$ cat src/rtl/core/rpb_pkg.sv
// Shared types and constants for the RGB pixel blend unit.
// Used by rpb_chan and rgb_pixel_blend_unit; depends on nothing else.
package rpb_pkg;

	localparam int unsigned ChanW = 8;
	localparam int unsigned WeightW = 9;

	typedef enum logic [3:0] {
		MODE_ADD    = 4'd0,
		MODE_SUB    = 4'd1,
		MODE_MUL    = 4'd2,
		MODE_DIFF   = 4'd3,
		MODE_MAX    = 4'd4,
		MODE_MIN    = 4'd5,
		MODE_ALPHA  = 4'd6,
		MODE_INVERT = 4'd7,
		MODE_GRAY   = 4'd8,
		MODE_SWIRL  = 4'd9,
		MODE_KEY    = 4'd10
	} mode_t;

	typedef enum logic [1:0] {
		CFG_BLEND_MODE   = 2'd0,
		CFG_ALPHA_WEIGHT = 2'd1
	} cfg_idx_t;

	localparam logic [ChanW-1:0]   CHAN_MAX  = 8'd255;
	localparam logic [ChanW-1:0]   KEY_LOW   = 8'd10;
	localparam logic [ChanW-1:0]   KEY_HIGH  = 8'd250;
	localparam logic [WeightW-1:0] ALPHA_ONE = 9'd256;

	// Q0.16 luma weights, summing to one.
	localparam logic [15:0] LUMA_R = 16'd13933;
	localparam logic [15:0] LUMA_G = 16'd46871;
	localparam logic [15:0] LUMA_B = 16'd4732;

	// Per-channel partial results handed from the product stage to the final stage.
	typedef struct packed {
		logic [ChanW-1:0] simple;   // result of the modes that need no product
		logic [15:0]      mul_p;    // raw A*B
		logic [16:0]      alp_a;    // A*(256-w)
		logic [16:0]      alp_b;    // B*w
	} chan_s2_t;

endpackage

$ cat src/rtl/core/rpb_chan.sv
// One color channel of the blend datapath: products and the simple per-channel modes.
// Depends on rpb_pkg.
module rpb_chan
	import rpb_pkg::*;
(
	input  mode_t              mode,
	input  logic [ChanW-1:0]   a,
	input  logic [ChanW-1:0]   b,
	input  logic [WeightW-1:0] w,
	output chan_s2_t           res
);

	logic [ChanW:0]     sum;
	logic               a_gt_b;
	logic [ChanW-1:0]   a_minus_b;
	logic [ChanW-1:0]   b_minus_a;
	logic [WeightW-1:0] w_inv;
	logic [ChanW-1:0]   simple;
	logic [15:0]        mul_p;
	logic [16:0]        alp_a;
	logic [16:0]        alp_b;

	assign sum       = {1'b0, a} + {1'b0, b};
	assign a_gt_b    = a > b;
	assign a_minus_b = a - b;
	assign b_minus_a = b - a;
	assign w_inv     = ALPHA_ONE - w;

	assign mul_p = {8'd0, a} * {8'd0, b};
	assign alp_a = {9'd0, a} * {8'd0, w_inv};
	assign alp_b = {9'd0, b} * {8'd0, w};

	always_comb begin
		case (mode)
			MODE_ADD:    simple = sum[ChanW] ? CHAN_MAX : sum[ChanW-1:0];
			MODE_SUB:    simple = a_gt_b ? a_minus_b : '0;
			MODE_DIFF:   simple = a_gt_b ? a_minus_b : b_minus_a;
			MODE_MAX:    simple = a_gt_b ? a : b;
			MODE_MIN:    simple = (a < b) ? a : b;
			MODE_INVERT: simple = CHAN_MAX - a;
			default:     simple = a;
		endcase
	end

	// Members in declaration order, simple in the top bits.
	assign res = {simple, mul_p, alp_a, alp_b};

endmodule

$ cat src/rtl/core/rgb_pixel_blend_unit.sv
// RGB pixel blend unit: three-stage pipeline, one pixel pair per clock while the output is taken.
// An accepted request moves through stages 1 and 2 into the output register, where
// m_tvalid marks its result until it is taken.
// Throughput: one pair per cycle; each stage holds when the stage after it is full and stalled.
// Reset (arst_n low, asynchronous) empties the pipeline and clears both registers to zero.
// Depends on rpb_pkg and rpb_chan.
module rgb_pixel_blend_unit
	import rpb_pkg::*;
(
	input  logic        clk,
	input  logic        arst_n,
	// Input pixel pairs.
	input  logic        s_tvalid,
	output logic        s_tready,
	input  logic [47:0] s_tdata,   // a_red, a_green, a_blue, b_red, b_green, b_blue
	// Result pixels.
	output logic        m_tvalid,
	input  logic        m_tready,
	output logic [23:0] m_tdata,   // out_red, out_green, out_blue
	// Register writes.
	input  logic        cfg_valid,
	output logic        cfg_ready,
	input  logic [1:0]  cfg_index,
	input  logic [8:0]  cfg_data
);

	// Configuration registers. Writes are always taken; unknown indexes are dropped.
	mode_t              mode_q;
	logic [WeightW-1:0] alpha_q;

	assign cfg_ready = 1'b1;

	always_ff @(posedge clk or negedge arst_n) begin
		if (!arst_n) begin
			mode_q  <= MODE_ADD;
			alpha_q <= '0;
		end else if (cfg_valid) begin
			case (cfg_index)
				CFG_BLEND_MODE:   mode_q  <= mode_t'(cfg_data[3:0]);
				CFG_ALPHA_WEIGHT: alpha_q <= cfg_data;
				default:          ;
			endcase
		end
	end

	// Stage advance: a stage loads when it is empty or the stage after it moves on.
	// This lets bubbles collapse, so input keeps flowing while the output waits.
	logic v_s1, v_s2, v_s3;
	logic adv1, adv2, adv3;

	assign adv3     = !v_s3 || m_tready;
	assign adv2     = !v_s2 || adv3;
	assign adv1     = !v_s1 || adv2;
	assign s_tready = adv1;

	always_ff @(posedge clk or negedge arst_n) begin
		if (!arst_n) begin
			v_s1 <= 1'b0;
			v_s2 <= 1'b0;
			v_s3 <= 1'b0;
		end else begin
			if (adv1) v_s1 <= s_tvalid;
			if (adv2) v_s2 <= v_s1;
			if (adv3) v_s3 <= v_s2;
		end
	end

	// Stage 1: capture the pixel pair together with the mode and the clamped weight,
	// so every item carries the settings it was accepted under.
	logic [ChanW-1:0]   a_s1 [3];
	logic [ChanW-1:0]   b_s1 [3];
	mode_t              mode_s1;
	logic [WeightW-1:0] w_s1;

	always_ff @(posedge clk) begin
		if (adv1 && s_tvalid) begin
			for (int i = 0; i < 3; i++) begin
				a_s1[i] <= s_tdata[i*ChanW +: ChanW];
				b_s1[i] <= s_tdata[(i+3)*ChanW +: ChanW];
			end
			mode_s1 <= mode_q;
			// A weight above one blends fully to B.
			w_s1    <= (alpha_q > ALPHA_ONE) ? ALPHA_ONE : alpha_q;
		end
	end

	// Stage 2: all multiplications, the simple modes and the chroma-key test.
	chan_s2_t chan_c [3];

	for (genvar g = 0; g < 3; g++) begin : g_chan
		rpb_chan u_chan (
			.mode (mode_s1),
			.a    (a_s1[g]),
			.b    (b_s1[g]),
			.w    (w_s1),
			.res  (chan_c[g])
		);
	end

	logic keyed_c;
	assign keyed_c = (a_s1[0] < KEY_LOW) && (a_s1[2] < KEY_LOW) && (a_s1[1] > KEY_HIGH);

	chan_s2_t         chan_s2 [3];
	logic [ChanW-1:0] a_s2 [3];
	logic [ChanW-1:0] b_s2 [3];
	mode_t            mode_s2;
	logic             keyed_s2;
	logic [23:0]      luma_r_s2, luma_g_s2, luma_b_s2;

	always_ff @(posedge clk) begin
		if (adv2 && v_s1) begin
			for (int i = 0; i < 3; i++) begin
				chan_s2[i] <= chan_c[i];
				a_s2[i]    <= a_s1[i];
				b_s2[i]    <= b_s1[i];
			end
			mode_s2   <= mode_s1;
			keyed_s2  <= keyed_c;
			luma_r_s2 <= {16'd0, a_s1[0]} * {8'd0, LUMA_R};
			luma_g_s2 <= {16'd0, a_s1[1]} * {8'd0, LUMA_G};
			luma_b_s2 <= {16'd0, a_s1[2]} * {8'd0, LUMA_B};
		end
	end

	// Stage 3: sums, clamps and the final selection into the output register.
	// The luma sum never exceeds 255 << 16 and the alpha sum never exceeds 255 << 8,
	// so the upper slices need no clamp.
	logic [25:0]      luma_sum;
	logic [ChanW-1:0] gray;
	logic [ChanW-1:0] res_c [3];
	logic [17:0]      alp_sum [3];

	assign luma_sum = {2'b0, luma_r_s2} + {2'b0, luma_g_s2} + {2'b0, luma_b_s2};
	assign gray     = luma_sum[23:16];

	always_comb begin
		for (int i = 0; i < 3; i++) begin
			alp_sum[i] = {1'b0, chan_s2[i].alp_a} + {1'b0, chan_s2[i].alp_b};
			case (mode_s2)
				MODE_MUL:   res_c[i] = (chan_s2[i].mul_p > {8'd0, CHAN_MAX}) ?
				                       CHAN_MAX : chan_s2[i].mul_p[ChanW-1:0];
				MODE_ALPHA: res_c[i] = alp_sum[i][15:8];
				MODE_GRAY:  res_c[i] = gray;
				MODE_SWIRL: res_c[i] = a_s2[(i + 1) % 3];
				MODE_KEY:   res_c[i] = keyed_s2 ? b_s2[i] : a_s2[i];
				default:    res_c[i] = chan_s2[i].simple;
			endcase
		end
	end

	logic [ChanW-1:0] out_s3 [3];

	always_ff @(posedge clk) begin
		if (adv3 && v_s2) begin
			for (int i = 0; i < 3; i++) begin
				out_s3[i] <= res_c[i];
			end
		end
	end

	assign m_tvalid = v_s3;
	assign m_tdata  = {out_s3[2], out_s3[1], out_s3[0]};

	// The input side is only held off when every stage holds an item.
	a_full_stall: assert property (@(posedge clk) disable iff (!arst_n)
		!s_tready |-> (v_s1 && v_s2 && v_s3))
		else $error("input stalled with an empty stage");

	// An item in stage 2 reaches the output when the output stage can take it.
	a_s2_to_out: assert property (@(posedge clk) disable iff (!arst_n)
		(v_s2 && adv3) |=> m_tvalid)
		else $error("item lost between stage 2 and output");

	// Invert of A in the red channel lands in the output exactly.
	a_invert: assert property (@(posedge clk) disable iff (!arst_n)
		(v_s2 && adv3 && mode_s2 == MODE_INVERT) |=>
		(m_tdata[7:0] == ~$past(a_s2[0])))
		else $error("invert result wrong");

endmodule

$ cat config.mk
export PLATFORM = sky130hd
export DESIGN_NAME = rgb_pixel_blend_unit
export DESIGN_NICKNAME = d
export VERILOG_FILES = /design/src/rtl/core/rpb_pkg.sv /design/src/rtl/core/rpb_chan.sv /design/src/rtl/core/rgb_pixel_blend_unit.sv
export SDC_FILE = /design/constraint.sdc
export NUM_CORES = 2
export LEC_CHECK = 0
export BUFFER_PORTS_ARGS = -buffer_cell sky130_fd_sc_hd__buf_2
export CELL_PAD_IN_SITES_DETAIL_PLACEMENT = 0
export CELL_PAD_IN_SITES_GLOBAL_PLACEMENT = 1
export CORE_UTILIZATION = 52
export DETAILED_ROUTE_END_ITERATION = 7
export HOLD_SLACK_MARGIN = 0.02
export PLACE_DENSITY = 0.92
export SETUP_SLACK_MARGIN = 0.02
export SLEW_MARGIN = 30
export SYNTH_ARGS = -nofsm -noshare
export SYNTH_HDL_FRONTEND = slang
export SYNTH_SLANG_ARGS = --single-unit
$ cat constraint.sdc
create_clock -name clk -period 9.7 [get_ports clk]
set_input_delay 0.97 -clock clk [delete_from_list [all_inputs] [get_ports clk]]
set_output_delay 0.97 -clock clk [all_outputs]
set_load 0.1 [all_outputs]
==> results.txt <==
The die is ~300 um wide. The synthesized instance count came out at 4569. TritonCTS built the clock tree. The maximum number of pins on one net before global-route repair came out at 160. The post-route antenna net violation count came out at 0.

Across all layers, the routed design uses between 30000 and 40000 vias. The post-synthesis to final-layout area growth came out at 8.04%. The number of sinks handled by clock tree synthesis is roughly 380. Setup repair after global routing left no endpoint under its margin.

The portion of total power attributed to combinational logic is 0.656. The worst setup path is launched from a flip-flop. The starting density of the core came out at 0.526. The wire length of the first global-routing pass came out at ~200000 um.

The I/O pin count is between 90 and 100. Internal power comes to between 8 and 9 mW. The fraction of power consumed by the clock network came out at 0.134. Walking the worst path, the cells encountered are clkinv_1 -> buf_4 -> nand3_1 -> nor2_1 -> xnor2_2 -> buf_4 -> nand2_1 -> fa_1 -> fa_1 -> inv_1 -> fa_1 -> inv_1 -> fa_1 -> inv_1 -> ha_1 -> a21boi_0 -> o21ai_0 -> a21oi_1 -> a41o_1 -> o41a_1 -> xnor2_1. After detailed routing, the number of remaining DRC violations is 0. In this run the vertical extent of the chip is between 200 and 300 um. The floorplan has about 110 rows.

The reported max-cap violation count came out at 0. The insertion delay of the later-clocked pin in the worst-skew pair is approximately 0.64 ns. The hold buffer count at CTS came out at 0. The worst ir drop on vdd came out at roughly 0.21 mV. The port buffer count came out at 89.

The library cells used most frequently in the layout, excluding fill and tap cells, are inv_1 (763), ha_1 (617), fa_1 (465), nand2_1 (374), edfxtp_1 (367). Dividing the detail-routed via count by the number of cells gives approximately 5.8. The core region is approximately 0.085 mm2. The leftover overflow at the end of global routing is 0.

The maximum single-stage delay on the critical path is ~0.55 ns. The run finished with clean final reports. The area fraction of the dominant cell type after synthesis came out at 0.246. The number of global-route vias before repair came out at between 30000 and 40000. After layout, the design draws a total of 14.8 mW. The leading register cell type out of synthesis is edfxtp_1.

The post-layout worst setup margin is around 3.4 ns. In this run the worst setup path begins at w_s1[0]$_SDFFCE_PN0P_. For this design the ratio of total power to cell area is 306 mW/mm2. The area of the multi-input gates came out at roughly 0.03 mm2. The number of hold-slack violations in the final timing report is 0.

The congestion estimate from routability-driven global placement came to about 0.99. The switching power is 6.78 mW. The library cell contributing the largest single delay on the critical path is edfxtp_1. Of all cell types, the one taking the most synthesized area is edfxtp_1. Setup violations remaining at the end of the flow were counted as 0. The share of total power in sequential cells came out at 0.210. The total instance count after detailed placement is roughly 5700.

The proportion of layout cells with a drive suffix above 1 is 0.0669. The number of nets at the end of the flow came out at around 5800. The number of gates resized after CTS was 0. The final worst clock skew came out at approximately 0.042 ns. The worst setup path endpoint is chan_s2[0][148]$_DFFE_PP_. The normalized max-slew margin came out at 0.226. The first detailed-routing pass ran for 6 iterations.

The cell sitting at the root of the clock tree is a clkbuf_16. In this run the worst hold path is classified as in2async. STA classifies the critical path endpoint as a flip-flop. No sink is reached through more buffers than the 3 on the longest clock path. The mean instance size in the synthesized netlist is about 10 um2. The upper clock frequency limit is around 160 MHz.

The final design utilization is 0.568. By area the synthesized netlist is led by edfxtp_1 (25%), fa_1 (21%), ha_1 (17%). The sequential standard cell area is between 0.01 and 0.015 mm2.

The number of setup buffers added after CTS is 0. The most numerous cell on the critical path is fa_1. The global-route usage over all layers is 0.298.

The tightest hold path in the finished design has a slack of between 0.2 and 0.3 ns. Data on the critical path arrives at its endpoint at around 6.6 ns. The library cell used most frequently in the layout, excluding fill and tap cells, is inv_1.

The mapped cell area came out at about 0.045 mm2. The highest fanout seen on the critical path came out at 43. Clock-pin slew was measured on the worst setup and hold paths at approximately 0.06 ns. The register bit total from synthesis came out at around 380. For the pin with the worst max-slew slack, the measured transition is approximately 1.1 ns. The launch instance of the worst register-to-register path is w_s1[0]$_SDFFCE_PN0P_.

The floorplan step defined a die boundary enclosing a little under 0.09 mm2. CTS built an H-tree with a depth of 2. The proportion of register bits with asynchronous set or reset after synthesis came out at 0.0418. The final period demand of the worst path is 6.26 ns.

The final-layout fill cell count is 7358. The number of flops mapped to enable cells by yosys is 367. Summed over all failing endpoints, the final setup total negative slack is 0 ns. The total CTS buffers came out at 49. The summed area of non-filler cells in the final layout is ~0.048 mm2. Once placement finished, the instance area stood at around 0.047 mm2. In this run the critical register-to-register path is captured at chan_s2[0][148]$_DFFE_PP_. The synthesized netlist contains 92 unique library cells. Dividing the detail-routed wire length by the instance count gives about 22 um. Once detailed placement completed, the half-perimeter wirelength came to just under 100000 um. The cell depth of the worst flop-to-flop path came out at 21. The total nets after synthesis came out at between 5000 and 6000. The count of placed standard cells in the final layout, fillers left out came out at 5809. Timing analysis after detailed placement gives a worst setup slack of ~3.6 ns. The setup slack on the worst flop-to-flop path is between 3 and 4 ns. The leakage dissipation is approximately 23 nW. The number of warnings issued by yosys came out at 0. By startpoint and endpoint, the worst setup path is classified as reg2reg. For the worst setup path, the data required time is 10.05 ns. The initial detailed-routing violation count came out at slightly above 3000.

The routed design has approximately 130000 um of wire. The final number of max-transition violations came to 0. The sequential share of the synthesized area came out at 0.255.

The share of the clock period used by the worst path is 0.646. The switching part of the total is 0.457. The number of antenna violations at the first check in global routing came out at 3.
[logic make-up (layout without fill, tap and decap cells)]
family                     after synthesis  in the layout  share of synthesized area
other                                    1              2                  0.0000836
xor gates and xnor gates               213            213                     0.0416
buffers and inverters                  930           1025                     0.0792
adders and majority gates             1082           1082                      0.380
AOI/OAI and AO/OA                      674            674                      0.102
and+or+nand+nor                       1233           1233                      0.131
DFF                                    383            383                      0.255
muxes                                   53             53                     0.0122
[synth_stat cells, types with 9 or more instances]
cell type / count
nor3_1: 51
fa_1: 465
xor2_1: 34
and2_1: 218
o21a_1: 24
edfxtp_1: 367
a21o_1: 54
a221oi_1: 22
nand2b_1: 28
nand2_1: 374
a41oi_1: 10
mux2_2: 13
o22a_1: 10
o21ai_0: 132
a21boi_0: 20
clkinv_1: 12
and3_1: 19
dfrtp_1: 16
nand3_1: 47
or3_1: 19
xnor2_1: 179
a21oi_1: 166
o22ai_1: 19
nor2b_1: 49
nand4_1: 22
a31oi_1: 34
nor2_1: 347
nor3b_1: 9
ha_1: 617
or2_2: 14
nand3b_1: 10
a211oi_1: 10
nor4_1: 11
o21bai_1: 12
buf_2: 18
inv_1: 763
clkbuf_1: 126
mux2i_1: 40
o211ai_1: 28
o221ai_1: 12
o311a_1: 9
[registers in the layout, summed over array words and instances, names as in the netlist, 4 cells and up]
name,cells
b_s1,24
alpha_q,9
mode_s2,4
out_s3,24
luma_g_s2,24
mode_q,4
a_s1,24
chan_s2,168
a_s2,20
w_s1,9
luma_r_s2,22
mode_s1,4
b_s2,24
luma_b_s2,19
[area by class of cell]
type | count | share of cell area
multi-input cells | 3256 | 0.618
flip-flops and latches | 383 | 0.236
inverters | 775 | 0.0600
well taps | 1144 | 0.0295
clock buffers | 55 | 0.0270
repair buffers | 159 | 0.0207
clock inverters | 36 | 0.00883
diodes | 1 | 0.0000516
[power groups by stage]
stage	registers, mW	clock network (mW)	logic (mW)
global placement	3.13	0	9.36
CTS	3.11	2.01	9.69
global route	3.15	2.06	10.9
finish	3.12	1.99	9.74
detailed placement	3.13	0	9.60
floorplan	3.16	0	7.20
[metal layers]
| metal | track usage | vias to the layer above | part of all wire |
|---|---|---|---|
| li1 | - | 15328 | - |
| met1 | 0.390 | 16659 | 0.41 |
| met2 | 0.478 | 1467 | 0.46 |
| met3 | 0.0555 | 313 | 0.087 |
| met4 | 0.138 | 0 | 0.051 |
| met5 | 0 | - | 0 |
[critical path: cells and delay by family (launching register included)]
kind | cells | cell delay, ns
AO/OA/AOI/OAI | 5 | 1.13
buffers and inverters | 6 | 1.10
AND/OR/NAND/NOR | 3 | 0.50
adder cells (fa/ha/maj) | 5 | 2.36
flip-flops | 1 | 0.55
XOR/XNOR | 2 | 0.35
[worst min-delay path by stage]
stage	start	end	slack [ns]	cells past startpoint
after floorplan	mode_s1[0]$_DFFE_PP_	mode_s2[0]$_DFFE_PP_	0.42	0
after global placement	mode_q[3]$_DFFE_PN0P_	mode_s1[3]$_DFFE_PP_	0.43	0
after detailed placement	mode_q[3]$_DFFE_PN0P_	mode_s1[3]$_DFFE_PP_	0.43	0
after CTS	arst_n	mode_q[0]$_DFFE_PN0P_	0.25	1
after global routing	arst_n	alpha_q[8]$_DFFE_PN0P_	0.29	1
final	arst_n	alpha_q[8]$_DFFE_PN0P_	0.27	1
Note: power is estimated with default switching activity, not from simulation.
